<file path="config.mk">
export PLATFORM = sky130hd
export DESIGN_NAME = mlt_cell
export DESIGN_NICKNAME = d
export VERILOG_FILES = /design/src/rtl/core/mlt_pkg.sv /design/src/rtl/core/mlt_cell.sv
export SDC_FILE = /design/constraint.sdc
export NUM_CORES = 1
export LEC_CHECK = 0
export BUFFER_PORTS_ARGS = -buffer_cell sky130_fd_sc_hd__buf_2
export CAP_MARGIN = 20
export CORE_MARGIN = 2
export CORE_UTILIZATION = 50
export DETAILED_ROUTE_END_ITERATION = 8
export HOLD_SLACK_MARGIN = 0.06
export PLACE_DENSITY = 0.84
export SYNTH_ARGS = -nofsm -noshare
export SYNTH_HDL_FRONTEND = slang
export SYNTH_SLANG_ARGS = --single-unit
</file>
<file path="constraint.sdc">
create_clock -name clk -period 1.25 [get_ports clk]
set_input_delay 0.125 -clock clk [delete_from_list [all_inputs] [get_ports clk]]
set_output_delay 0.125 -clock clk [all_outputs]
set_load 0.1 [all_outputs]
</file>
<file path="src/rtl/core/mlt_pkg.sv">
// Shared types and constants of the MAC learning table.
// No dependencies; every other file of the block refers to it by scoped names.
`timescale 1ns / 1ps

package mlt_pkg;

    localparam int MLT_DEPTH    = 32;
    localparam int MAC_W        = 48;
    localparam int PORT_W       = 8;
    localparam int VLAN_W       = 12;
    localparam int TIME_W       = 32;
    localparam int ID_W         = 16;
    localparam int ID_LOW_W     = 12;
    localparam int CFG_IDX_W    = 4;
    localparam int CFG_DATA_W   = 32;

    localparam logic [CFG_IDX_W-1:0] REG_AGE_LIMIT      = 4'd0;
    localparam logic [CFG_IDX_W-1:0] REG_TABLE_ID_BASE  = 4'd1;
    localparam logic [CFG_IDX_W-1:0] REG_TCAM_STAGE     = 4'd2;
    localparam logic [CFG_IDX_W-1:0] REG_FORWARD_ACTION = 4'd3;

    localparam logic [31:0] AGE_LIMIT_RST = 32'd300;
    localparam logic [15:0] ID_BASE_RST   = 16'd0;
    localparam logic [7:0]  STAGE_RST     = 8'd2;
    localparam logic [7:0]  ACTION_RST    = 8'd0;

    typedef enum logic [1:0] {
        FUNC_LEARN      = 2'd0,
        FUNC_ADD_STATIC = 2'd1,
        FUNC_DELETE     = 2'd2,
        FUNC_AGE        = 2'd3
    } func_t;

    typedef enum logic [1:0] {
        STAT_OK        = 2'd0,
        STAT_FULL      = 2'd1,
        STAT_NOT_FOUND = 2'd2
    } status_t;

    typedef enum logic [1:0] {
        OP_NONE    = 2'd0,
        OP_INSTALL = 2'd1,
        OP_REMOVE  = 2'd2
    } tcam_op_t;

    typedef enum logic [1:0] {
        S_IDLE,
        S_SCAN,
        S_DONE
    } state_t;

    typedef struct packed {
        logic [31:0] age_limit;
        logic [15:0] table_id_base;
        logic [7:0]  tcam_stage;
        logic [7:0]  forward_action;
    } cfg_t;

    // one table slot; tent marks an entry placed early during a learn or add-static scan
    typedef struct packed {
        logic              valid;
        logic [MAC_W-1:0]  mac;
        logic [PORT_W-1:0] port;
        logic [VLAN_W-1:0] vlan;
        logic [TIME_W-1:0] stamp;
        logic              stat;
        logic              tent;
    } slot_t;

    typedef struct packed {
        logic en;
        logic cancel;
        logic clr;
    } ring_ctl_t;

endpackage

</file>
<file path="src/rtl/core/mlt_cell.sv">
// One slot of the rotating slot ring.
// Depends on mlt_pkg (slot_t, ring_ctl_t).
`timescale 1ns / 1ps

module mlt_cell
(
    input  logic              clk,
    input  logic              rst_n,
    input  mlt_pkg::ring_ctl_t ctl,
    input  mlt_pkg::slot_t    rec_in,
    output mlt_pkg::slot_t    rec
);

    mlt_pkg::slot_t rec_reg;
    mlt_pkg::slot_t rec_next;

    always_comb
    begin
        rec_next = rec_reg;
        if (ctl.en)
        begin
            // a tentative entry made obsolete by a later match is dropped in flight
            if (ctl.cancel && rec_in.tent)
            begin
                rec_next = '0;
            end
            else
            begin
                rec_next = rec_in;
                if (ctl.clr)
                begin
                    rec_next.tent = 1'b0;
                end
            end
        end
    end

    always_ff @(posedge clk or negedge rst_n)
    begin
        if (!rst_n)
        begin
            rec_reg <= '0;
        end
        else
        begin
            rec_reg <= rec_next;
        end
    end

    assign rec = rec_reg;

endmodule

</file>
==> flow_summary.json <==
{
  "status": "finished clean",
  "netSwitchingPower_uw": 4520,
  "clk_path_buf_depth": 2,
  "r2r_slack_ns": 0.46,
  "final.setup.tns_ns": 0,
  "syn_to_final_growth_pct": 53.4,
  "max_stage_delay_ns": 0.40,
  "swShare_pct": 43.2,
  "startpoint": "rec[28]",
  "crit_cells": 1,
  "syn_nets": 554,
  "hold_viol_final": 0,
  "relSlewSlack_pct": 77.0,
  "first_global_vias": 4697,
  "drc": 0,
  "drive_gt1_share_pct": 42.2,
  "place.gp.congestion": 0.765,
  "crit_type": "reg2out",
  "wl_um": 14600,
  "hp-class": "in2reg",
  "routed_via_density": 5.03,
  "clock-skew-final_ns": 0,
  "crit_family": "flip-flops",
  "crit_buf_inv": 1,
  "synth_area_um2": 4850,
  "rsz0062_at_grt": "false",
  "grt_overflow_total": 0,
  "multi_input_area_um2": 1550,
  "layout.cells.non_filler": 881,
  "grt_pass1_wl_um": 22400,
  "ir_drop_uv": 824,
  "die_w_um": 103,
  "fin_ws_ns": 0.0539,
  "p_comb_share_pct": 41.3,
  "r2r_end": "rec[0]",
  "placed_cell_area_um2": 5940,
  "power.internal_uw": 5950,
  "stdcell_area_um2": 7440,
  "nFillCells": 493,
  "endpoint_kind": "output port",
  "seqPwrFrac_pct": 36.8,
  "synth_cell_types": 10,
  "avgSynthCellArea_um2": 10.9,
  "hold_path_depth": 3,
  "worst_slew_pin_slew_ns": 0.346,
  "p_clk_share_pct": 21.9,
  "cts_setup_buffers": 0,
  "clock.fmax_ghz": 0.836,
  "num_vias": 4428,
  "endpoint": "rec[28]",
  "r2r-start": "rec[0]",
  "cp_slowest_cell": "dfrtp_1",
  "clk_pin_slew_ns": 0.09,
  "slew_viol_final": 0,
  "crit_chain": "buf_4",
  "synthCells": 446,
  "ys_ff_latch": 103,
  "arrival_ns": 1.07,
  "cts_tree": "done",
  "first_pass_iters": 6,
  "synth-seq-area-share_pct": 53.1,
  "pre_cts_ws_ns": 0.259,
  "post_drt_wl_per_cell_um": 16.6,
  "dp.cells": 761,
  "rows": 35,
  "die_y_um": 103,
  "nNetsFinal": 854,
  "startpoint_type": "flop",
  "pwr_density_cell_nw_per_um2": 1410,
  "core_area_um2": 9330,
  "min_period_ns": 1.20,
  "worst-path-max-fanout": 2,
  "total_leakage_power_uw": 0.00380,
  "yosysWarnings": 0,
  "ant_nets": 0,
  "required_ns": 1.12,
  "hpwl_um": 7650,
  "dieArea_um2": 10500,
  "utilization_pct": 79.8,
  "clock_sinks": 103,
  "first_iter_violations": 156,
  "place.port_buffers": 210,
  "initial_utilization_pct": 52.0,
  "largest_reg_flops": 103,
  "min_period_over_period_pct": 95.7,
  "reg2reg_depth": 1,
  "max_cap_violations": 0,
  "seq_area_um2": 2580,
  "htreeDepth": 3,
  "antenna_found_initial": 1,
  "finalSetupViolCount": 0,
  "grt_max_degree": 53,
  "io_pins": 211,
  "cts_root_buf": "clkbuf_8",
  "cts_buffers": 9,
  "clk_latency_ns": 0.35,
  "grt_usage_pct": 27.9
}
[kinds of logic after synthesis]
logic type             synth area share, %
buffers and inverters                 14.9
multiplexers                         0.309
AND/OR/NAND/NOR                       8.23
flip-flops                            53.1
AO/OA/AOI/OAI                         23.5
[metrics by stage]
stage,total power (uW),hold slack (ns)
after floorplan,6980,-0.171
after global placement,7630,0.0450
after detailed placement,7700,0.0544
after CTS,10400,0.117
after global routing,10800,0.140
final,10500,0.135
[worst min-delay path by stage]
stage               endpoint  slack [ns]    from
floorplan             rec[0]       -0.17   rst_n
global placement     rec[32]        0.05   rst_n
detailed placement   rec[32]        0.05   rst_n
CTS                  rec[30]        0.12  ctl[2]
global route         rec[92]        0.14  ctl[2]
finish               rec[92]        0.14  ctl[2]
[synthesized netlist by cell type, drive strengths merged]
library cell / instances / area, um2
nand2: 102 / 383
inv: 102 / 383
nor3b: 1 / 7.51
mux2: 1 / 15.0
o22ai: 102 / 1140
and2: 1 / 8.76
buf: 34 / 339
dfrtp: 103 / 2580
[per-layer routing]
layer,track usage [%],vias up,routed length (um)
met5,0,-,0
met4,16.6,0,720
met3,6.51,57,1030
met2,48.9,228,7640
met1,30.8,2119,5190
li1,-,2024,-
[layout by cell type (no fill, tap or decap)]
cell and instances:
buf_2 105, buf_4 104, dlygate4sd3_1 103, inv_1 102, nand2_1 102, dfrtp_1 101, o22ai_2 80, o22ai_1 22
clkbuf_8 10, buf_12 10, clkbuf_1 3, bufinv_16 2, dfrtp_2 2, diode_2 1, and2_4 1, nor3b_1 1
mux2_4 1, clkinvlp_4 1, buf_6 1
[power by group through the flow]
stage	sequential [uW]	combinational, uW	clock, uW
after floorplan	6190	787	0
after global placement	3860	3770	0
after detailed placement	3880	3830	0
after CTS	3830	4260	2320
after global routing	3880	4480	2450
final	3850	4330	2290
[repair_timing]
action | 4_1_cts | 5_1_grt
gates resized for setup | 101 | 0
endpoints found under the hold margin | 205 | 0
setup endpoints to repair | 101 | 0
hold buffers | 103 | 0
[area by class of cell]
cell class / count / area share (%)
multi-input cells: 207 / 20.9
flip-flops and latches: 103 / 34.7
inverters: 102 / 5.14
clock buffers: 13 / 2.00
clock inverters: 3 / 0.908
well taps: 129 / 2.17
repair buffers: 323 / 34.2
diodes: 1 / 0.0336
Power figures use the tool's default switching activity.
