[config.mk]
export PLATFORM = sky130hd
export DESIGN_NAME = mlt_cfg
export DESIGN_NICKNAME = d
export VERILOG_FILES = /design/src/rtl/core/mlt_pkg.sv /design/src/rtl/core/mlt_cfg.sv
export SDC_FILE = /design/constraint.sdc
export NUM_CORES = 1
export LEC_CHECK = 0
export BUFFER_PORTS_ARGS = -buffer_cell sky130_fd_sc_hd__buf_2
export CORE_ASPECT_RATIO = 0.9
export CORE_MARGIN = 8
export CORE_UTILIZATION = 41
export CTS_CLUSTER_DIAMETER = 40
export DETAILED_ROUTE_END_ITERATION = 7
export PLACE_DENSITY = 0.7
export SYNTH_ARGS = -nofsm -noshare
export SYNTH_HDL_FRONTEND = slang
export SYNTH_SLANG_ARGS = --single-unit
[constraint.sdc]
create_clock -name clk -period 0.85 [get_ports clk]
set_clock_uncertainty 0.05 [all_clocks]
set_input_delay 0.085 -clock clk [delete_from_list [all_inputs] [get_ports clk]]
set_output_delay 0.085 -clock clk [all_outputs]
set_load 0.01 [all_outputs]
[src/rtl/core/mlt_pkg.sv]
// Shared types and constants of the MAC learning table.
// No dependencies; every other file of the block refers to it by scoped names.
`timescale 1ns / 1ps

package mlt_pkg;

    localparam int MLT_DEPTH    = 32;
    localparam int MAC_W        = 48;
    localparam int PORT_W       = 8;
    localparam int VLAN_W       = 12;
    localparam int TIME_W       = 32;
    localparam int ID_W         = 16;
    localparam int ID_LOW_W     = 12;
    localparam int CFG_IDX_W    = 4;
    localparam int CFG_DATA_W   = 32;

    localparam logic [CFG_IDX_W-1:0] REG_AGE_LIMIT      = 4'd0;
    localparam logic [CFG_IDX_W-1:0] REG_TABLE_ID_BASE  = 4'd1;
    localparam logic [CFG_IDX_W-1:0] REG_TCAM_STAGE     = 4'd2;
    localparam logic [CFG_IDX_W-1:0] REG_FORWARD_ACTION = 4'd3;

    localparam logic [31:0] AGE_LIMIT_RST = 32'd300;
    localparam logic [15:0] ID_BASE_RST   = 16'd0;
    localparam logic [7:0]  STAGE_RST     = 8'd2;
    localparam logic [7:0]  ACTION_RST    = 8'd0;

    typedef enum logic [1:0] {
        FUNC_LEARN      = 2'd0,
        FUNC_ADD_STATIC = 2'd1,
        FUNC_DELETE     = 2'd2,
        FUNC_AGE        = 2'd3
    } func_t;

    typedef enum logic [1:0] {
        STAT_OK        = 2'd0,
        STAT_FULL      = 2'd1,
        STAT_NOT_FOUND = 2'd2
    } status_t;

    typedef enum logic [1:0] {
        OP_NONE    = 2'd0,
        OP_INSTALL = 2'd1,
        OP_REMOVE  = 2'd2
    } tcam_op_t;

    typedef enum logic [1:0] {
        S_IDLE,
        S_SCAN,
        S_DONE
    } state_t;

    typedef struct packed {
        logic [31:0] age_limit;
        logic [15:0] table_id_base;
        logic [7:0]  tcam_stage;
        logic [7:0]  forward_action;
    } cfg_t;

    // one table slot; tent marks an entry placed early during a learn or add-static scan
    typedef struct packed {
        logic              valid;
        logic [MAC_W-1:0]  mac;
        logic [PORT_W-1:0] port;
        logic [VLAN_W-1:0] vlan;
        logic [TIME_W-1:0] stamp;
        logic              stat;
        logic              tent;
    } slot_t;

    typedef struct packed {
        logic en;
        logic cancel;
        logic clr;
    } ring_ctl_t;

endpackage

[src/rtl/core/mlt_cfg.sv]
// Configuration register file: age limit, table id base, stage, action.
// Depends on mlt_pkg (cfg_t, register indexes, reset values).
`timescale 1ns / 1ps

module mlt_cfg
(
    input  logic                               clk,
    input  logic                               rst_n,
    input  logic                               cfg_valid,
    output logic                               cfg_ready,
    input  logic [mlt_pkg::CFG_IDX_W-1:0]      cfg_index,
    input  logic [mlt_pkg::CFG_DATA_W-1:0]     cfg_data,
    output mlt_pkg::cfg_t                      cfg
);

    mlt_pkg::cfg_t cfg_reg;
    mlt_pkg::cfg_t cfg_next;

    assign cfg_ready = 1'b1;

    always_comb
    begin
        cfg_next = cfg_reg;
        if (cfg_valid)
        begin
            case (cfg_index)
                mlt_pkg::REG_AGE_LIMIT:      cfg_next.age_limit      = cfg_data;
                mlt_pkg::REG_TABLE_ID_BASE:  cfg_next.table_id_base  = cfg_data[15:0];
                mlt_pkg::REG_TCAM_STAGE:     cfg_next.tcam_stage     = cfg_data[7:0];
                mlt_pkg::REG_FORWARD_ACTION: cfg_next.forward_action = cfg_data[7:0];
                default:                     cfg_next = cfg_reg;
            endcase
        end
    end

    always_ff @(posedge clk or negedge rst_n)
    begin
        if (!rst_n)
        begin
            cfg_reg.age_limit      <= mlt_pkg::AGE_LIMIT_RST;
            cfg_reg.table_id_base  <= mlt_pkg::ID_BASE_RST;
            cfg_reg.tcam_stage     <= mlt_pkg::STAGE_RST;
            cfg_reg.forward_action <= mlt_pkg::ACTION_RST;
        end
        else
        begin
            cfg_reg <= cfg_next;
        end
    end

    assign cfg = cfg_reg;

endmodule

==> impl_metrics.yaml <==
synth:
  synthFlopType: "dfrtp_1"
  ys_seq_area_share_pct: 66.0
  netlist_instances: 141
  synth_fa_ha_area_share_pct: 0
  synthArstFlopShare_pct: 100
  synth_top_cell_by_area: "dfrtp_1"
  synth_xor_area_share_pct: 0
  synthSimpleGateAreaFrac_pct: 1.69
  synth_compound_gate_area_share_pct: 0
  yosysMostFrequentCell: "dfrtp_1"
  syn_nets: 180
  postSynthAreaPerCell_um2: 17.3
  ys_top_cells_by_area: "dfrtp_1 (61%), mux2_1 (15%), mux2_2 (15%)"
  synth-seq-cells: 64
  yosys_warnings: 0
  synth-edff-count: 0
  synth_cell_types: 13
  yosys.area.top_type_share_pct: 60.6
  netlist_area_um2: 2440
  synth_common_cells: "dfrtp_1 (59), mux2_1 (32), mux2_2 (32)"
  synth_top_family_by_area: "multiplexers"
  synth_mux_area_share_pct: 29.6
global_route:
  grt_pass1_vias: 2143
  gr-usage-all-layers_pct: 17.6
  antenna_found_initial: 0
  grt_remaining_overflow: 0
  grt_max_degree: 65
  grt_pass1_wl_um: 11800
power_and_ir_drop:
  powerDensity_nw_per_um2: 2490
  leakage_uw: 0.00219
  ir_drop_uv: 1490
finish:
  final_nets: 363
  largest_register_ffs: 64
  drive_above_1_share_pct: 70.5
  syn2layout_area_growth_pct: 80.5
  antenna_cells: 0
worst_setup_path:
  end_kind: "primary output"
  crit_chain: "buf_6"
  cp.arrival_ps: 990
  critPathMaxFanout: 2
  crit_path_top_delay_cell: "dfstp_2"
  rrSetupSlack_ps: -120
  cpPeakStageDelay_ps: 550
  r2r-start: "cfg[54]"
  r2r-end: "cfg[54]"
  cp_top_family: "flip-flops"
  r2r_cells: 2
  path_class: "register to primary output"
  crit_buf_inv: 1
  critPathRequiredTime_ps: 710
  start_kind: "register"
outcome:
  status: "finished, violations left"
  violations: "negative setup slack"
clock_network:
  insertion_delay_ps: 340
  cts_buffer_depth: 2
  clkTransAtPathRegs_ps: 80
  numCtsBuffers: 9
  cts-root-buf: "clkbuf_8"
  cts_tree: "built"
  cts_num_sinks: 64
  cts_max_level: 3
placed_design:
  dp_hpwl_um: 4380
  gp_congestion: 0.752
  io_buffers: 102
detailed_routing:
  drt_iter0_markers: 49
  avgViaCountPerCell: 4.73
  wire_per_inst_um: 19.2
  drt_pass1_iterations: 4
  drt.antenna.violating_nets: 0
  wl_um: 7680
  drc: 0
  num_vias: 1886
floorplan:
  die_h_um: 89.1
  core.rowCount: 26
  core_um2: 5730
  initial_core_util_pct: 42.5
  dieArea_um2: 8670
  die_w_um: 97.3
  io_pins: 104
run:
  max_cap_violations: 0
timing:
  setup_violations: 120
  whs_ps: 224
  period_share_pct: 132
  max_freq_mhz: 890
  setup_ws_ps: -274
  rsz0062_at_grt: "true"
  final_hold_viol_count: 0
  setup_tns_ps: -17830
  finalMaxSlewViolations: 0
  fin_crit_ps: 1120
min_path:
  hp-class: "input pin to asynchronous set/reset pin"
## kinds of logic (layout without fill, tap and decap cells)
kind of cell           after synthesis  count (layout)
AND/OR/NAND/NOR                      5               5
buffers and inverters                7             195
flip-flops                          64              64
multiplexers                        64              64
other                                1               1
## worst max-delay path by stage
stage	start	to	slack, ps	cells past startpoint
5_1_grt	cfg[9]	cfg[9]	-310	1
4_1_cts	cfg[35]	cfg[35]	-300	1
3_5_place_dp	cfg_index[3]	cfg[60]	-540	5
3_3_place_gp	cfg_index[3]	cfg[39]	-510	5
6_report	cfg[37]	cfg[37]	-270	1
2_1_floorplan	cfg_index[3]	cfg[32]	-340	5
## what timing repair did
item                                    in CTS  in global routing
pin swaps                                    2                  1
setup buffers                               14                 14
endpoints found under the setup margin     109                128
gates resized for setup                     77                 21
hold buffers                                33                  0
gates cloned                                 2                  0
hold endpoints to repair                   128                  0
## per-stage QoR
stage	setup slack [ps]	instance area (um^2)	power, uW	instances	util, %
floorplan	-339	2510	5200	141	-
global placement	-512	3180	6370	322	55.6
detailed placement	-542	3180	6430	322	55.6
CTS	-296	4190	10600	387	73.2
global route	-307	4400	11500	399	76.8
finish	-274	4400	11000	399	76.8
## metal layers
layer | vias to the layer above | wire length [um] | share of wire [%] | global-route usage, %
li1 | 865 | - | - | -
met1 | 934 | 3120 | 41 | 19.3
met2 | 75 | 3820 | 50 | 30.0
met3 | 12 | 594 | 7.7 | 7.65
met4 | 0 | 146 | 1.9 | 6.32
met5 | - | 0 | 0 | 0
## power by group
part	leakage, uW	internal, uW	total, uW	switching (uW)
Combinational	0.00130	2280	3500	1210
Sequential	0.000776	3800	4270	469
Clock	0.000121	1970	3210	1240
Total	0.00219	8050	11000	2920
## cell usage in the layout (no fill, tap or decap)
cell type,netlist,layout
nor4bb_4,0,1
nand4_1,1,1
nand4b_1,1,1
mux2_2,32,16
dfrtp_1,59,59
mux2_1,32,1
conb_1,1,1
bufinv_16,0,3
clkbuf_8,0,9
buf_8,0,2
buf_6,4,43
buf_2,2,68
nor2_4,0,1
dfstp_2,5,5
buf_4,1,28
dlygate4sd3_1,0,33
inv_6,0,1
mux2_4,0,47
buf_12,0,5
and4b_2,0,1
clkinv_4,0,2
clkbuf_1,0,1
## area by class of cell
cell class	count	area, um^2
clock buffers	10	128
well taps	70	87.6
clock inverters	6	116
multi-input cells	70	963
repair buffers	179	1500
flip-flops and latches	64	1610
fillers	344	1330
Power figures use the tool's default switching activity.
