File: src/rtl/core/mlt_pkg.sv
// Shared types and constants of the MAC learning table.
// No dependencies; every other file of the block refers to it by scoped names.
`timescale 1ns / 1ps

package mlt_pkg;

    localparam int MLT_DEPTH    = 32;
    localparam int MAC_W        = 48;
    localparam int PORT_W       = 8;
    localparam int VLAN_W       = 12;
    localparam int TIME_W       = 32;
    localparam int ID_W         = 16;
    localparam int ID_LOW_W     = 12;
    localparam int CFG_IDX_W    = 4;
    localparam int CFG_DATA_W   = 32;

    localparam logic [CFG_IDX_W-1:0] REG_AGE_LIMIT      = 4'd0;
    localparam logic [CFG_IDX_W-1:0] REG_TABLE_ID_BASE  = 4'd1;
    localparam logic [CFG_IDX_W-1:0] REG_TCAM_STAGE     = 4'd2;
    localparam logic [CFG_IDX_W-1:0] REG_FORWARD_ACTION = 4'd3;

    localparam logic [31:0] AGE_LIMIT_RST = 32'd300;
    localparam logic [15:0] ID_BASE_RST   = 16'd0;
    localparam logic [7:0]  STAGE_RST     = 8'd2;
    localparam logic [7:0]  ACTION_RST    = 8'd0;

    typedef enum logic [1:0] {
        FUNC_LEARN      = 2'd0,
        FUNC_ADD_STATIC = 2'd1,
        FUNC_DELETE     = 2'd2,
        FUNC_AGE        = 2'd3
    } func_t;

    typedef enum logic [1:0] {
        STAT_OK        = 2'd0,
        STAT_FULL      = 2'd1,
        STAT_NOT_FOUND = 2'd2
    } status_t;

    typedef enum logic [1:0] {
        OP_NONE    = 2'd0,
        OP_INSTALL = 2'd1,
        OP_REMOVE  = 2'd2
    } tcam_op_t;

    typedef enum logic [1:0] {
        S_IDLE,
        S_SCAN,
        S_DONE
    } state_t;

    typedef struct packed {
        logic [31:0] age_limit;
        logic [15:0] table_id_base;
        logic [7:0]  tcam_stage;
        logic [7:0]  forward_action;
    } cfg_t;

    // one table slot; tent marks an entry placed early during a learn or add-static scan
    typedef struct packed {
        logic              valid;
        logic [MAC_W-1:0]  mac;
        logic [PORT_W-1:0] port;
        logic [VLAN_W-1:0] vlan;
        logic [TIME_W-1:0] stamp;
        logic              stat;
        logic              tent;
    } slot_t;

    typedef struct packed {
        logic en;
        logic cancel;
        logic clr;
    } ring_ctl_t;

endpackage

File: src/rtl/core/mlt_ctrl.sv
// Request sequencer: looks at the ring head each cycle, writes the slot back
// to the ring tail, and builds TCAM command responses. Depends on mlt_pkg.
`timescale 1ns / 1ps

module mlt_ctrl
#(
    parameter int TABLE_DEPTH = mlt_pkg::MLT_DEPTH
)
(
    input  logic                            clk,
    input  logic                            rst_n,
    input  logic                            req_valid,
    output logic                            req_stall,
    input  logic [1:0]                      func,
    input  logic [mlt_pkg::MAC_W-1:0]       mac,
    input  logic [mlt_pkg::PORT_W-1:0]      egress_port,
    input  logic [mlt_pkg::VLAN_W-1:0]      vlan_id,
    input  logic [mlt_pkg::TIME_W-1:0]      now_time,
    input  mlt_pkg::cfg_t                   cfg,
    input  mlt_pkg::slot_t                  head,
    output mlt_pkg::slot_t                  wb,
    output mlt_pkg::ring_ctl_t              ring,
    output logic                            rsp_valid,
    input  logic                            rsp_stall,
    output logic [1:0]                      status,
    output logic [1:0]                      tcam_op,
    output logic [7:0]                      stage_out,
    output logic [mlt_pkg::ID_W-1:0]        table_id,
    output logic [mlt_pkg::MAC_W-1:0]       mac_out,
    output logic [7:0]                      action_out,
    output logic [mlt_pkg::PORT_W-1:0]      port_out,
    output logic                            last
);

    localparam int CNT_W = $clog2(TABLE_DEPTH);
    localparam logic [CNT_W-1:0] CNT_LAST = CNT_W'(TABLE_DEPTH - 1);

    mlt_pkg::state_t state_reg, state_next;
    logic [CNT_W-1:0] cnt_reg, cnt_next;
    logic hit_reg, hit_next;
    logic tent_reg, tent_next;
    logic pend_reg, pend_next;
    logic [mlt_pkg::MAC_W-1:0] pend_mac_reg, pend_mac_next;

    mlt_pkg::func_t              func_reg;
    logic [mlt_pkg::MAC_W-1:0]   mac_reg;
    logic [mlt_pkg::PORT_W-1:0]  port_reg;
    logic [mlt_pkg::VLAN_W-1:0]  vlan_reg;
    logic [mlt_pkg::TIME_W-1:0]  now_reg;

    logic                       rsp_valid_reg, rsp_valid_next;
    mlt_pkg::status_t           rsp_status_reg;
    mlt_pkg::tcam_op_t          rsp_op_reg;
    logic [7:0]                 rsp_stage_reg;
    logic [mlt_pkg::ID_W-1:0]   rsp_id_reg;
    logic [mlt_pkg::MAC_W-1:0]  rsp_mac_reg;
    logic [7:0]                 rsp_action_reg;
    logic [mlt_pkg::PORT_W-1:0] rsp_port_reg;
    logic                       rsp_last_reg;

    logic accept;
    logic out_free;
    logic match;
    logic expired;
    logic is_add;
    logic [mlt_pkg::TIME_W-1:0] age;

    logic                       load;
    mlt_pkg::status_t           ld_status;
    mlt_pkg::tcam_op_t          ld_op;
    logic [mlt_pkg::MAC_W-1:0]  ld_mac;
    logic                       ld_last;

    assign req_stall = (state_reg != mlt_pkg::S_IDLE);
    assign accept    = req_valid && !req_stall;
    assign out_free  = !rsp_valid_reg || !rsp_stall;

    assign match   = head.valid && (head.mac == mac_reg) && !hit_reg;
    assign age     = now_reg - head.stamp;
    assign expired = head.valid && !head.stat && (age >= cfg.age_limit);
    assign is_add  = (func_reg == mlt_pkg::FUNC_ADD_STATIC);

    // next state
    always_comb
    begin
        state_next = state_reg;
        case (state_reg)
            mlt_pkg::S_IDLE:
            begin
                if (accept)
                begin
                    state_next = mlt_pkg::S_SCAN;
                end
            end
            mlt_pkg::S_SCAN:
            begin
                if (ring.en && (cnt_reg == CNT_LAST))
                begin
                    state_next = mlt_pkg::S_DONE;
                end
            end
            mlt_pkg::S_DONE:
            begin
                if (((func_reg == mlt_pkg::FUNC_AGE) && !pend_reg) || out_free)
                begin
                    state_next = mlt_pkg::S_IDLE;
                end
            end
            default: state_next = mlt_pkg::S_IDLE;
        endcase
    end

    // outputs: ring control, slot write-back, response load
    always_comb
    begin
        wb            = head;
        wb.tent       = 1'b0;
        ring          = '0;
        cnt_next      = cnt_reg;
        hit_next      = hit_reg;
        tent_next     = tent_reg;
        pend_next     = pend_reg;
        pend_mac_next = pend_mac_reg;
        load          = 1'b0;
        ld_status     = mlt_pkg::STAT_OK;
        ld_op         = mlt_pkg::OP_NONE;
        ld_mac        = mac_reg;
        ld_last       = 1'b1;
        case (state_reg)
            mlt_pkg::S_IDLE:
            begin
                if (accept)
                begin
                    cnt_next  = '0;
                    hit_next  = 1'b0;
                    tent_next = 1'b0;
                    pend_next = 1'b0;
                end
            end
            mlt_pkg::S_SCAN:
            begin
                ring.en  = 1'b1;
                // marks left from the previous pass are wiped on the first shift
                ring.clr = (cnt_reg == '0);
                case (func_reg)
                    mlt_pkg::FUNC_LEARN, mlt_pkg::FUNC_ADD_STATIC:
                    begin
                        if (match)
                        begin
                            wb.port  = port_reg;
                            wb.stamp = now_reg;
                            if (is_add)
                            begin
                                wb.vlan = vlan_reg;
                                wb.stat = 1'b1;
                            end
                            ring.cancel = tent_reg;
                            hit_next    = 1'b1;
                        end
                        else if (!head.valid && !hit_reg && !tent_reg)
                        begin
                            // lowest free slot taken now, dropped if a match turns up
                            wb.valid  = 1'b1;
                            wb.mac    = mac_reg;
                            wb.port   = port_reg;
                            wb.vlan   = is_add ? vlan_reg : '0;
                            wb.stamp  = now_reg;
                            wb.stat   = is_add;
                            wb.tent   = 1'b1;
                            tent_next = 1'b1;
                        end
                    end
                    mlt_pkg::FUNC_DELETE:
                    begin
                        if (match)
                        begin
                            wb       = '0;
                            hit_next = 1'b1;
                        end
                    end
                    mlt_pkg::FUNC_AGE:
                    begin
                        if (expired)
                        begin
                            // hold one removal back so the final one can carry last
                            if (pend_reg)
                            begin
                                if (out_free)
                                begin
                                    load          = 1'b1;
                                    ld_op         = mlt_pkg::OP_REMOVE;
                                    ld_mac        = pend_mac_reg;
                                    ld_last       = 1'b0;
                                    wb            = '0;
                                    pend_mac_next = head.mac;
                                end
                                else
                                begin
                                    ring.en = 1'b0;
                                end
                            end
                            else
                            begin
                                wb            = '0;
                                pend_next     = 1'b1;
                                pend_mac_next = head.mac;
                            end
                        end
                    end
                    default: wb = head;
                endcase
                if (ring.en)
                begin
                    cnt_next = cnt_reg + 1'b1;
                end
                else
                begin
                    ring.clr = 1'b0;
                end
            end
            mlt_pkg::S_DONE:
            begin
                case (func_reg)
                    mlt_pkg::FUNC_LEARN, mlt_pkg::FUNC_ADD_STATIC:
                    begin
                        load = out_free;
                        if (hit_reg || tent_reg)
                        begin
                            ld_op = mlt_pkg::OP_INSTALL;
                        end
                        else
                        begin
                            ld_status = mlt_pkg::STAT_FULL;
                        end
                    end
                    mlt_pkg::FUNC_DELETE:
                    begin
                        load = out_free;
                        if (hit_reg)
                        begin
                            ld_op = mlt_pkg::OP_REMOVE;
                        end
                        else
                        begin
                            ld_status = mlt_pkg::STAT_NOT_FOUND;
                        end
                    end
                    mlt_pkg::FUNC_AGE:
                    begin
                        load   = pend_reg && out_free;
                        ld_op  = mlt_pkg::OP_REMOVE;
                        ld_mac = pend_mac_reg;
                        if (load)
                        begin
                            pend_next = 1'b0;
                        end
                    end
                    default: load = 1'b0;
                endcase
            end
            default: ring = '0;
        endcase
    end

    assign rsp_valid_next = load || (rsp_valid_reg && rsp_stall);

    always_ff @(posedge clk or negedge rst_n)
    begin
        if (!rst_n)
        begin
            state_reg     <= mlt_pkg::S_IDLE;
            cnt_reg       <= '0;
            hit_reg       <= 1'b0;
            tent_reg      <= 1'b0;
            pend_reg      <= 1'b0;
            rsp_valid_reg <= 1'b0;
        end
        else
        begin
            state_reg     <= state_next;
            cnt_reg       <= cnt_next;
            hit_reg       <= hit_next;
            tent_reg      <= tent_next;
            pend_reg      <= pend_next;
            rsp_valid_reg <= rsp_valid_next;
        end
    end

    always_ff @(posedge clk)
    begin
        pend_mac_reg <= pend_mac_next;
        if (accept)
        begin
            func_reg <= mlt_pkg::func_t'(func);
            mac_reg  <= mac;
            port_reg <= egress_port;
            vlan_reg <= vlan_id;
            now_reg  <= now_time;
        end
        if (load)
        begin
            rsp_status_reg <= ld_status;
            rsp_op_reg     <= ld_op;
            rsp_last_reg   <= ld_last;
            if (ld_op != mlt_pkg::OP_NONE)
            begin
                rsp_stage_reg <= cfg.tcam_stage;
                rsp_id_reg    <= cfg.table_id_base
                                 + {{(mlt_pkg::ID_W - mlt_pkg::ID_LOW_W){1'b0}},
                                    ld_mac[mlt_pkg::ID_LOW_W-1:0]};
                rsp_mac_reg   <= ld_mac;
            end
            else
            begin
                rsp_stage_reg <= '0;
                rsp_id_reg    <= '0;
                rsp_mac_reg   <= '0;
            end
            if (ld_op == mlt_pkg::OP_INSTALL)
            begin
                rsp_action_reg <= cfg.forward_action;
                rsp_port_reg   <= port_reg;
            end
            else
            begin
                rsp_action_reg <= '0;
                rsp_port_reg   <= '0;
            end
        end
    end

    assign rsp_valid  = rsp_valid_reg;
    assign status     = rsp_status_reg;
    assign tcam_op    = rsp_op_reg;
    assign stage_out  = rsp_stage_reg;
    assign table_id   = rsp_id_reg;
    assign mac_out    = rsp_mac_reg;
    assign action_out = rsp_action_reg;
    assign port_out   = rsp_port_reg;
    assign last       = rsp_last_reg;

endmodule

File: config.mk
export PLATFORM = sky130hd
export DESIGN_NAME = mlt_ctrl
export DESIGN_NICKNAME = d
export VERILOG_FILES = /design/src/rtl/core/mlt_pkg.sv /design/src/rtl/core/mlt_ctrl.sv
export SDC_FILE = /design/constraint.sdc
export NUM_CORES = 1
export LEC_CHECK = 0
export BUFFER_PORTS_ARGS = -buffer_cell sky130_fd_sc_hd__buf_4
export CORE_AREA = 4 4 181 183
export CTS_CLUSTER_SIZE = 25
export DETAILED_ROUTE_END_ITERATION = 7
export DIE_AREA = 0 0 185 187
export PLACE_DENSITY = 0.77
export SKIP_CTS_REPAIR_TIMING = 1
export SLEW_MARGIN = 20
export SYNTH_ARGS = -nofsm -noshare
export SYNTH_HDL_FRONTEND = slang
export SYNTH_SLANG_ARGS = --single-unit
File: constraint.sdc
create_clock -name clk -period 18.4 [get_ports clk]
set_input_delay 1.84 -clock clk [delete_from_list [all_inputs] [get_ports clk]]
set_output_delay 1.84 -clock clk [all_outputs]
set_load 0.005 [all_outputs]
==> impl_metrics.py, run 1 <==
metrics = {
    "timing": {
        "fmax_ghz": 0.101,
        "fin_crit_sh": 0.536,
        "fin_crit_ns": 9.87,
        "fin_skew_ns": 0.0184,
        "tightest_slew_ns": 1.15,
        "setup_ws_ns": 8.53,
        "hold_violations": 0,
        "setup_viol_count_final": 0,
        "maxSlewHeadroom": 0.236,
        "slew_violations": 0,
        "finalSetupTns_ns": 0,
        "grt_setup_unrepaired": "false",
    },
    "yosys": {
        "ys_types": 71,
        "avgSynthCellArea_sq_um": 10.6,
        "yosysWarnings": 0,
        "syn_inst": 1434,
        "syn_area_sq_mm": 0.0153,
        "synth_edf_count": 243,
        "synth_top_area_share": 0.478,
        "synth_seq_cells": 254,
        "async_flop_share": 0.0433,
        "ys_seq_area_frac": 0.496,
        "ys.flop_type": "edfxtp_1",
        "synth_area_leader_cell": "edfxtp_1",
        "ys_top_cells_by_area": "edfxtp_1 (48%), ha_1 (6.8%), a22o_1 (4.8%)",
        "syn_nets": 1792,
    },
    "cts": {
        "cts-root-buf": "clkbuf_16",
        "cts_buffer_depth": 3,
        "clk_latency_ns": 0.56,
        "cts_sinks": 254,
        "numCtsBuffers": 29,
        "cts_tree": "built",
        "htree_levels": 1,
        "clkTransAtPathRegs_ns": 0.06,
    },
    "placed_design": {
        "port_buffers": 472,
        "placed_area_sq_mm": 0.0192,
        "dp.cells": 2244,
        "preCtsSetupSlack_ns": 8.07,
        "dp_hpwl_mm": 37.1,
        "globalplace.congestion": 0.902,
    },
    "worst_setup_path": {
        "crit_arrival_ns": 10.14,
        "path_common_cell": "a21o_1",
        "crit_type": "input port to register",
        "critPathLaunch": "head[8]",
        "reg2reg_to": "table_id[14]",
        "critical_path.top_delay_family": "compound AO/OA/AOI/OAI gates",
        "cp.required_ns": 18.67,
        "ff2ff_path_depth": 28,
        "cp-start-kind": "input port",
        "cpMaxStageDelayCell": "a2111oi_0",
        "endpoint_kind": "register",
        "critPathMaxStageDelay_ns": 0.65,
        "critical_path_buf_inv_count": 3,
        "crit_path_max_fanout": 48,
        "reg2reg_slack_ns": 9.53,
        "crit-reg2reg-launch": "now_reg[1]",
    },
    "global_routing": {
        "antenna_found_initial": 2,
        "grt-ovfl-total": 0,
        "grt_usage": 0.279,
        "grt_pass1_wl_mm": 76.5,
        "grt_pass1_vias": 13500,
        "grt_start_max_net_pins": 64,
    },
    "cells_and_area": {
        "syn_to_final_growth_pct": 31.4,
        "design_area_sq_mm": 0.0200,
        "nNetsFinal": 2232,
        "layout.cells.most_common": "buf_4",
        "drive_above_1_share": 0.312,
        "finalNonFillerCells": 2300,
        "final_cell_mix": "buf_4 (487), edfxtp_1 (243), nand2_1 (145)",
    },
    "route": {
        "wire_per_inst_um": 22.2,
        "vias": 13700,
        "wl_mm": 51.0,
        "drt_iter0_markers": 1162,
        "drtAntennaViolNets": 0,
        "vias_per_cell": 5.96,
        "drc": 0,
        "drt_pass1_iterations": 5,
    },
    "outcome": {
        "outcome": "finished clean",
    },
    "power_and_ir_drop": {
        "p_clk_frac": 0.255,
        "p_seq_frac": 0.354,
        "p_comb_frac": 0.390,
        "p_leak_nw": 8.23,
        "vdd_drop_max_mv": 0.0828,
        "switching_share": 0.356,
        "power.density_mw_per_mm2": 106,
        "power.switching_mw": 0.756,
        "internal_power_mw": 1.37,
    },
    "floorplanning": {
        "core-area_sq_mm": 0.0312,
        "dieArea_sq_mm": 0.0346,
        "boundaryPins": 474,
        "start_util": 0.489,
        "die-height_um": 187,
        "die_w_um": 185,
        "row_count": 65,
    },
    "run": {
        "cap_violations": 0,
    },
    "min_path": {
        "hold_path_depth": 1,
        "hold_start": "port_reg[4]",
        "min_path_type": "register to register",
        "holdPathEnd": "port_out[4]",
    },
}
per-stage QoR:
step                      total power [mW]   util  hold WS, ns
after global placement                1.55  0.613        0.533
after CTS                             2.12  0.641        0.556
after global routing                  2.24  0.642        0.600
after detailed placement              1.58  0.613        0.541
after floorplan                       1.27      -        0.526
final                                 2.13  0.642        0.561
worst max-delay path by stage:
stage / cells after the start / end / slack (ns)
6_report: 29 / table_id[14] / 8.53
5_1_grt: 29 / table_id[14] / 8.04
4_1_cts: 29 / table_id[14] / 8.57
3_5_place_dp: 29 / table_id[14] / 8.07
3_3_place_gp: 30 / table_id[14] / 8.41
2_1_floorplan: 20 / action_out[0] / 7.28
area by class of cell:
class | count | area [sq um]
Antenna cell | 2 | 5.00
Clock buffer | 38 | 759
Clock inverter | 15 | 111
Fill cell | 2448 | 11200
Inverter | 101 | 379
Multi-Input combinational cell | 1000 | 7050
Sequential cell | 254 | 7570
Tap cell | 402 | 503
Timing Repair Buffer | 488 | 3660
worst reg2reg max path: cells and delay by family (launching register included):
| family | cells | cell delay [ns] |
|---|---|---|
| and+or+nand+nor | 5 | 1.18 |
| DFF | 1 | 0.44 |
| xor gates and xnor gates | 1 | 0.16 |
| AOI/OAI and AO/OA | 17 | 5.12 |
| adders and majority gates | 4 | 1.39 |
| buffers and inverters | 1 | 0.30 |
kinds of logic (layout without fill, tap and decap cells):
kind of cell	after synthesis	count (layout)	synth area share
xor gates and xnor gates	75	75	0.0431
adders and majority gates	85	85	0.0707
DFF	254	254	0.496
muxes	40	40	0.0301
and+or+nand+nor	415	415	0.131
AOI/OAI and AO/OA	385	385	0.183
buffers and inverters	180	642	0.0460
other	0	2	0
cell usage after synthesis (4+ instances only):
cell type and number:
and2_1 26, ha_1 83, o21a_1 9, o2111ai_1 6, or3_1 5, clkbuf_1 65, buf_2 9, nand3_1 81
o21bai_1 6, nor3_1 21, nand2b_1 5, a31oi_1 8, a22o_1 83, xnor2_1 45, nand2_1 146, o21ai_0 26
a41oi_1 36, nor4_1 9, a21o_1 25, inv_1 100, nand4_1 14, o22ai_1 5, mux2_2 37, a2111oi_0 5
nor2_1 53, dfrtp_1 11, a211o_1 4, a21oi_1 103, edfxtp_1 243, o211ai_1 27, nor2b_1 30, and3_1 11
xor2_1 30
routing by layer:
metal,vias up,global-route usage,share of wire
met5,-,0,0
met4,0,0.0813,0.034
met3,109,0.0618,0.094
met2,737,0.486,0.50
met1,6596,0.346,0.38
li1,6260,-,-
power groups by stage:
stage / Combinational [mW] / Clock (mW) / Sequential, mW
after floorplan: 0.524 / 0 / 0.749
after global placement: 0.793 / 0 / 0.761
after detailed placement: 0.818 / 0 / 0.763
after CTS: 0.825 / 0.549 / 0.752
after global routing: 0.906 / 0.574 / 0.759
final: 0.830 / 0.543 / 0.753
No activity file was read; power rests on OpenSTA's default activity.
==> run 2: changes to the inputs <==
Settings changed: ABC_AREA from default to 1, CORE_AREA 4 4 181 183 to 4 4 188 190, DIE_AREA 0 0 185 187 to 0 0 192 194, PLACE_DENSITY 0.77 to 0.82.
Clock period 18.4 ns to 9.5 ns, I/O delays scaled along.
==> run 2 against run 1 <==
Effect of this change:
- critical path type is now input port to primary output
- final cell count increased by 46%
- critical endpoint is now wb[47]
- global-route usage increased by 6.3 points
- synthesized area increased by 21%
- via count increased by 40%
- largest power group unchanged
- core utilization increased by 4.9 points
- die area increased by 7.7%
==> impl_metrics.py, run 2 <==
metrics = {
    "route": {
        "vias_per_cell": 5.73,
        "drtAntennaViolNets": 0,
        "vias": 19200,
        "drt_iter0_markers": 1847,
        "drt_pass1_iterations": 5,
        "wire_per_inst_um": 19.6,
        "drc": 0,
        "wl_mm": 65.9,
    },
    "timing": {
        "setup_viol_count_final": 0,
        "holdWs_ns": 0.202,
        "fmax_ghz": 0.128,
        "hold_violations": 0,
        "fin_crit_ns": 7.81,
        "maxSlewHeadroom": 0.217,
        "tightest_slew_ns": 1.17,
        "slew_violations": 0,
        "fin_crit_sh": 0.822,
        "finalSetupTns_ns": 0,
        "grt_setup_unrepaired": "false",
        "fin_skew_ns": 0.0151,
    },
    "yosys": {
        "synthMostInstantiatedCell": "nand2_1",
        "syn_area_sq_mm": 0.0184,
        "synth_seq_cells": 254,
        "ys_seq_area_frac": 0.412,
        "avgSynthCellArea_sq_um": 7.44,
        "syn_inst": 2471,
        "synth_area_leader_cell": "edfxtp_1",
        "ys.flop_type": "edfxtp_1",
        "synth_edf_count": 243,
        "syn_nets": 2829,
        "synth_top_area_share": 0.397,
        "async_flop_share": 0.0433,
        "yosysWarnings": 0,
        "ys_top_cells_by_area": "edfxtp_1 (40%), nand2_1 (13%), inv_1 (9.2%)",
        "synth.cells.most_frequent": "nand2_1 (615), inv_1 (450), edfxtp_1 (243)",
        "ys_types": 48,
    },
    "run": {
        "cap_violations": 0,
    },
    "worst_setup_path": {
        "endpoint_kind": "primary output",
        "cp-start-kind": "input port",
        "path_common_cell": "nand2_1",
        "crit_type": "input port to primary output",
        "crit_path_max_fanout": 70,
        "critical_path.top_delay_family": "simple AND/OR/NAND/NOR gates",
        "critPathMaxStageDelay_ns": 0.59,
        "cpMaxStageDelayCell": "o21ai_0",
        "crit_arrival_ns": 6.86,
        "critical_path_buf_inv_count": 4,
        "cp.required_ns": 8.55,
    },
    "placed_design": {
        "dp_hpwl_mm": 45.7,
        "port_buffers": 472,
        "globalplace.congestion": 0.933,
        "dp.cells": 3292,
    },
    "floorplanning": {
        "dieArea_sq_mm": 0.0372,
        "core-area_sq_mm": 0.0334,
        "die-height_um": 194,
        "die_w_um": 192,
        "boundaryPins": 474,
        "start_util": 0.550,
        "row_count": 67,
    },
    "cells_and_area": {
        "nNetsFinal": 3235,
        "drive_above_1_share": 0.194,
        "finalNonFillerCells": 3353,
        "fillCellCount": 2634,
        "layout.cells.most_common": "nand2_1",
        "final_cell_mix": "nand2_1 (615), buf_4 (489), inv_1 (447)",
        "syn_to_final_growth_pct": 25.5,
    },
    "cts": {
        "clkTransAtPathRegs_ns": 0.06,
        "numCtsBuffers": 30,
        "cts_buffer_depth": 3,
        "htree_levels": 1,
        "cts_sinks": 254,
        "cts_tree": "built",
        "cts-root-buf": "clkbuf_16",
        "clk_latency_ns": 0.59,
    },
    "global_routing": {
        "grt_pass1_vias": 19300,
        "grt-ovfl-total": 0,
        "grt_pass1_wl_mm": 102,
        "grt_usage": 0.341,
        "grt_start_max_net_pins": 92,
        "antenna_found_initial": 5,
    },
    "outcome": {
        "outcome": "finished clean",
    },
    "min_path": {
        "min_path_type": "input port to async pin",
    },
    "power_and_ir_drop": {
        "power.density_mw_per_mm2": 244,
        "vdd_drop_max_mv": 0.198,
        "p_leak_nw": 11.7,
    },
}
run 2: changes by cell type in the layout (fill, tap and decap cells not counted), moves of 24 or more:
cell	before	now
a21oi_1	102	68
o21ai_0	26	177
nand2_1	145	615
nand4_1	14	118
mux2_2	37	0
a22o_1	83	0
xnor2_1	45	21
nor2_1	52	192
a41oi_1	36	0
nor2b_1	30	0
nand3_1	81	182
inv_1	99	447
run 2: cell type report:
cell class / count / area (sq um) / area share
well taps: 448 / 561 / 0.0243
flip-flops and latches: 254 / 7570 / 0.328
inverters: 460 / 1730 / 0.0751
clock buffers: 35 / 769 / 0.0333
repair buffers: 490 / 3700 / 0.160
diodes: 5 / 12.5 / 0.000542
multi-input cells: 1641 / 8590 / 0.372
clock inverters: 20 / 150 / 0.00650
run 2: metal layers:
metal  GRT usage  wire length (um)  vias up
met5           0                 0        -
met4       0.214              4660        0
met3      0.0720              7370      271
met2       0.557             30600     1285
met1       0.410             23300     8766
li1            -                 -     8882
run 2: per-stage QoR:
step | power (mW) | cell area, sq um | util | setup WS (ns)
finish | 5.64 | 23100 | 0.690 | 1.69
global route | 6.03 | 23100 | 0.690 | 1.42
CTS | 5.59 | 23000 | 0.689 | 1.92
detailed placement | 4.48 | 22100 | 0.662 | 1.69
global placement | 4.39 | 22100 | 0.662 | 1.78
floorplan | 3.45 | 18400 | - | 1.32
run 2: path summary, 6_finish.rpt:
kind,from,end,slack (ns),depth (start not counted)
setup / recovery,head[2],wb[47],1.69,25
hold / removal,rst_n,rsp_valid,0.20,1
setup reg to reg,now_reg[0],table_id[15],2.20,35
hold reg to reg,cnt_reg[4],cnt_reg[4],0.52,2
max in group asynchronous,rst_n,cnt_reg[1],9.13,1
min in group clk,cnt_reg[4],cnt_reg[4],0.52,2
run 2: cells by family (layout without fill, tap and decap cells):
kind of cell	count (synthesis)	after routing	synth area share
buffers and inverters	576	1005	0.124
AO/OA/AOI/OAI	319	319	0.0969
XOR/XNOR	63	63	0.0300
other	0	5	0
flip-flops	254	254	0.412
adder cells (fa/ha/maj)	85	85	0.0586
AND/OR/NAND/NOR	1174	1174	0.279
run 2: power by group:
group / leakage [nW] / total, mW / internal (mW) / switching (mW)
clock: 0.448 / 1.11 / 0.628 / 0.482
combinational: 8.86 / 2.96 / 1.03 / 1.93
sequential: 2.39 / 1.57 / 1.46 / 0.106
==> run 3: changes to the inputs <==
Settings changed: CORE_AREA 4 4 188 190 to 4 4 199 201, DIE_AREA 0 0 192 194 to 0 0 203 205, PLACE_DENSITY 0.82 to 0.77.
Clock period 9.5 ns to 6.7 ns, I/O delays scaled along.
==> run 3 against run 2 <==
Effect of this change:
- the run now ends with design-rule violations left
- register-to-register slack got worse by 1.5 ns
- worst setup slack got worse by 1.2 ns
- non-clock buffer count increased by 5
- critical path type is now register to primary output
==> impl_metrics.py, run 3 (same netlist as run 2, synthesis figures left out) <==
metrics = {
    "outcome": {
        "outcome": "complete, but fails checks",
        "violations": "design-rule violations",
    },
    "worst_setup_path": {
        "endpoint_kind": "primary output",
        "cp-start-kind": "register",
        "crit_type": "register to primary output",
        "reg2reg_slack_ns": 0.67,
        "critPathMaxStageDelay_ns": 0.47,
        "crit_path_max_fanout": 33,
        "path_common_cell": "nand2_1",
        "crit_arrival_ns": 5.56,
        "cpMaxStageDelayCell": "buf_4",
        "ff2ff_path_depth": 33,
        "cp.required_ns": 6.03,
        "reg2reg_to": "table_id[15]",
        "crit-reg2reg-launch": "now_reg[2]",
    },
    "cts": {
        "clk_latency_ns": 0.58,
        "cts_tree": "built",
        "cts_sinks": 254,
        "cts_buffer_depth": 3,
        "cts-root-buf": "clkbuf_16",
        "numCtsBuffers": 30,
        "clkTransAtPathRegs_ns": 0.06,
        "htree_levels": 1,
    },
    "floorplanning": {
        "dieArea_sq_mm": 0.0416,
        "row_count": 71,
        "core-area_sq_mm": 0.0376,
        "die_w_um": 203,
        "boundaryPins": 474,
        "start_util": 0.489,
        "die-height_um": 205,
    },
    "timing": {
        "fmax_ghz": 0.160,
        "finalSetupTns_ns": 0,
        "tightest_slew_ns": 1.13,
        "slew_violations": 0,
        "hold_violations": 0,
        "fin_crit_ns": 6.23,
        "fin_skew_ns": 0.0207,
        "grt_setup_unrepaired": "false",
        "setup_viol_count_final": 0,
        "maxSlewHeadroom": 0.247,
        "holdWs_ns": 0.264,
        "fin_crit_sh": 0.930,
    },
    "run": {
        "cap_violations": 0,
    },
    "cells_and_area": {
        "finalNonFillerCells": 3421,
        "final_cell_mix": "nand2_1 (615), buf_4 (493), inv_1 (447)",
        "drive_above_1_share": 0.199,
        "syn_to_final_growth_pct": 26.9,
        "design_area_sq_mm": 0.0233,
        "layout.cells.most_common": "nand2_1",
        "nNetsFinal": 3240,
    },
    "global_routing": {
        "grt_pass1_vias": 18500,
        "grt-ovfl-total": 0,
        "antenna_found_initial": 7,
        "grt_pass1_wl_mm": 100,
        "grt_usage": 0.301,
        "grt_start_max_net_pins": 94,
    },
    "placed_design": {
        "globalplace.congestion": 0.887,
        "port_buffers": 472,
        "placed_area_sq_mm": 0.0223,
        "dp.cells": 3360,
        "dp_hpwl_mm": 46.6,
    },
    "min_path": {
        "holdPathEnd": "mac_reg[24]",
        "hold_start": "mac[24]",
        "min_path_type": "input port to register",
        "hold_path_depth": 1,
    },
    "route": {
        "drtAntennaViolNets": 0,
        "vias_per_cell": 5.52,
        "drt_pass1_iterations": 8,
        "wire_per_inst_um": 19.2,
        "drc": 6,
        "vias": 18900,
        "drt_iter0_markers": 1616,
        "wl_mm": 65.8,
    },
    "power_and_ir_drop": {
        "power.density_mw_per_mm2": 350,
        "p_leak_nw": 11.8,
        "power_mw": 8.18,
        "vdd_drop_max_mv": 0.348,
    },
}
[run 3: changes by cell type in the layout (fill, tap and decap cells not counted), sizes merged]
cell / previous run / this run
clkinv: 20 / 10
dlygate4sd3: 0 / 1
clkinvlp: 1 / 6
buf: 490 / 494
bufinv: 2 / 5
inv: 457 / 460
diode: 5 / 4
[run 3: metrics by stage]
step | util | worst slack [ns]
CTS | 0.620 | 0.382
global route | 0.621 | 0.0770
finish | 0.621 | 0.469
detailed placement | 0.592 | 0.308
floorplan | - | 0.350
global placement | 0.592 | 0.436
[run 3: worst max-delay path by stage]
stage          startpoint       endpoint
6_report       now_reg[2]        wb[102]
5_1_grt        now_reg[0]         wb[58]
4_1_cts        now_reg[0]         wb[36]
3_5_place_dp      head[2]   table_id[13]
3_3_place_gp      head[2]   table_id[15]
2_1_floorplan     head[2]  action_out[0]
[run 3: per-layer routing]
metal  wire (um)  share of wire  global-route usage
met1       24400           0.37               0.370
met2       31700           0.48               0.521
met3        6980           0.11              0.0641
met4        2650          0.040               0.117
met5          41        0.00062                   0
[run 3: critical path, delay by kind of cell, from the launching register on]
| family | cells | cell delay (ns) |
|---|---|---|
| compound gates | 6 | 1.43 |
| fa+ha+maj | 2 | 0.64 |
| buf+inv | 3 | 0.91 |
| flops | 1 | 0.39 |
| simple gates | 15 | 1.59 |
[run 3: layout make-up]
cell class                      count  area, sq um
Antenna cell                        4         10.0
Clock buffer                       35          791
Clock inverter                     21          259
Fill cell                        3289        14200
Inverter                          460         1730
Multi-Input combinational cell   1641         8610
Sequential cell                   254         7570
Tap cell                          511          639
Timing Repair Buffer              495         3730
[run 3: report_power, final]
| group | internal [mW] | switching [mW] |
|---|---|---|
| clock | 1.04 | 0.723 |
| sequential | 2.07 | 0.146 |
| combinational | 1.47 | 2.72 |
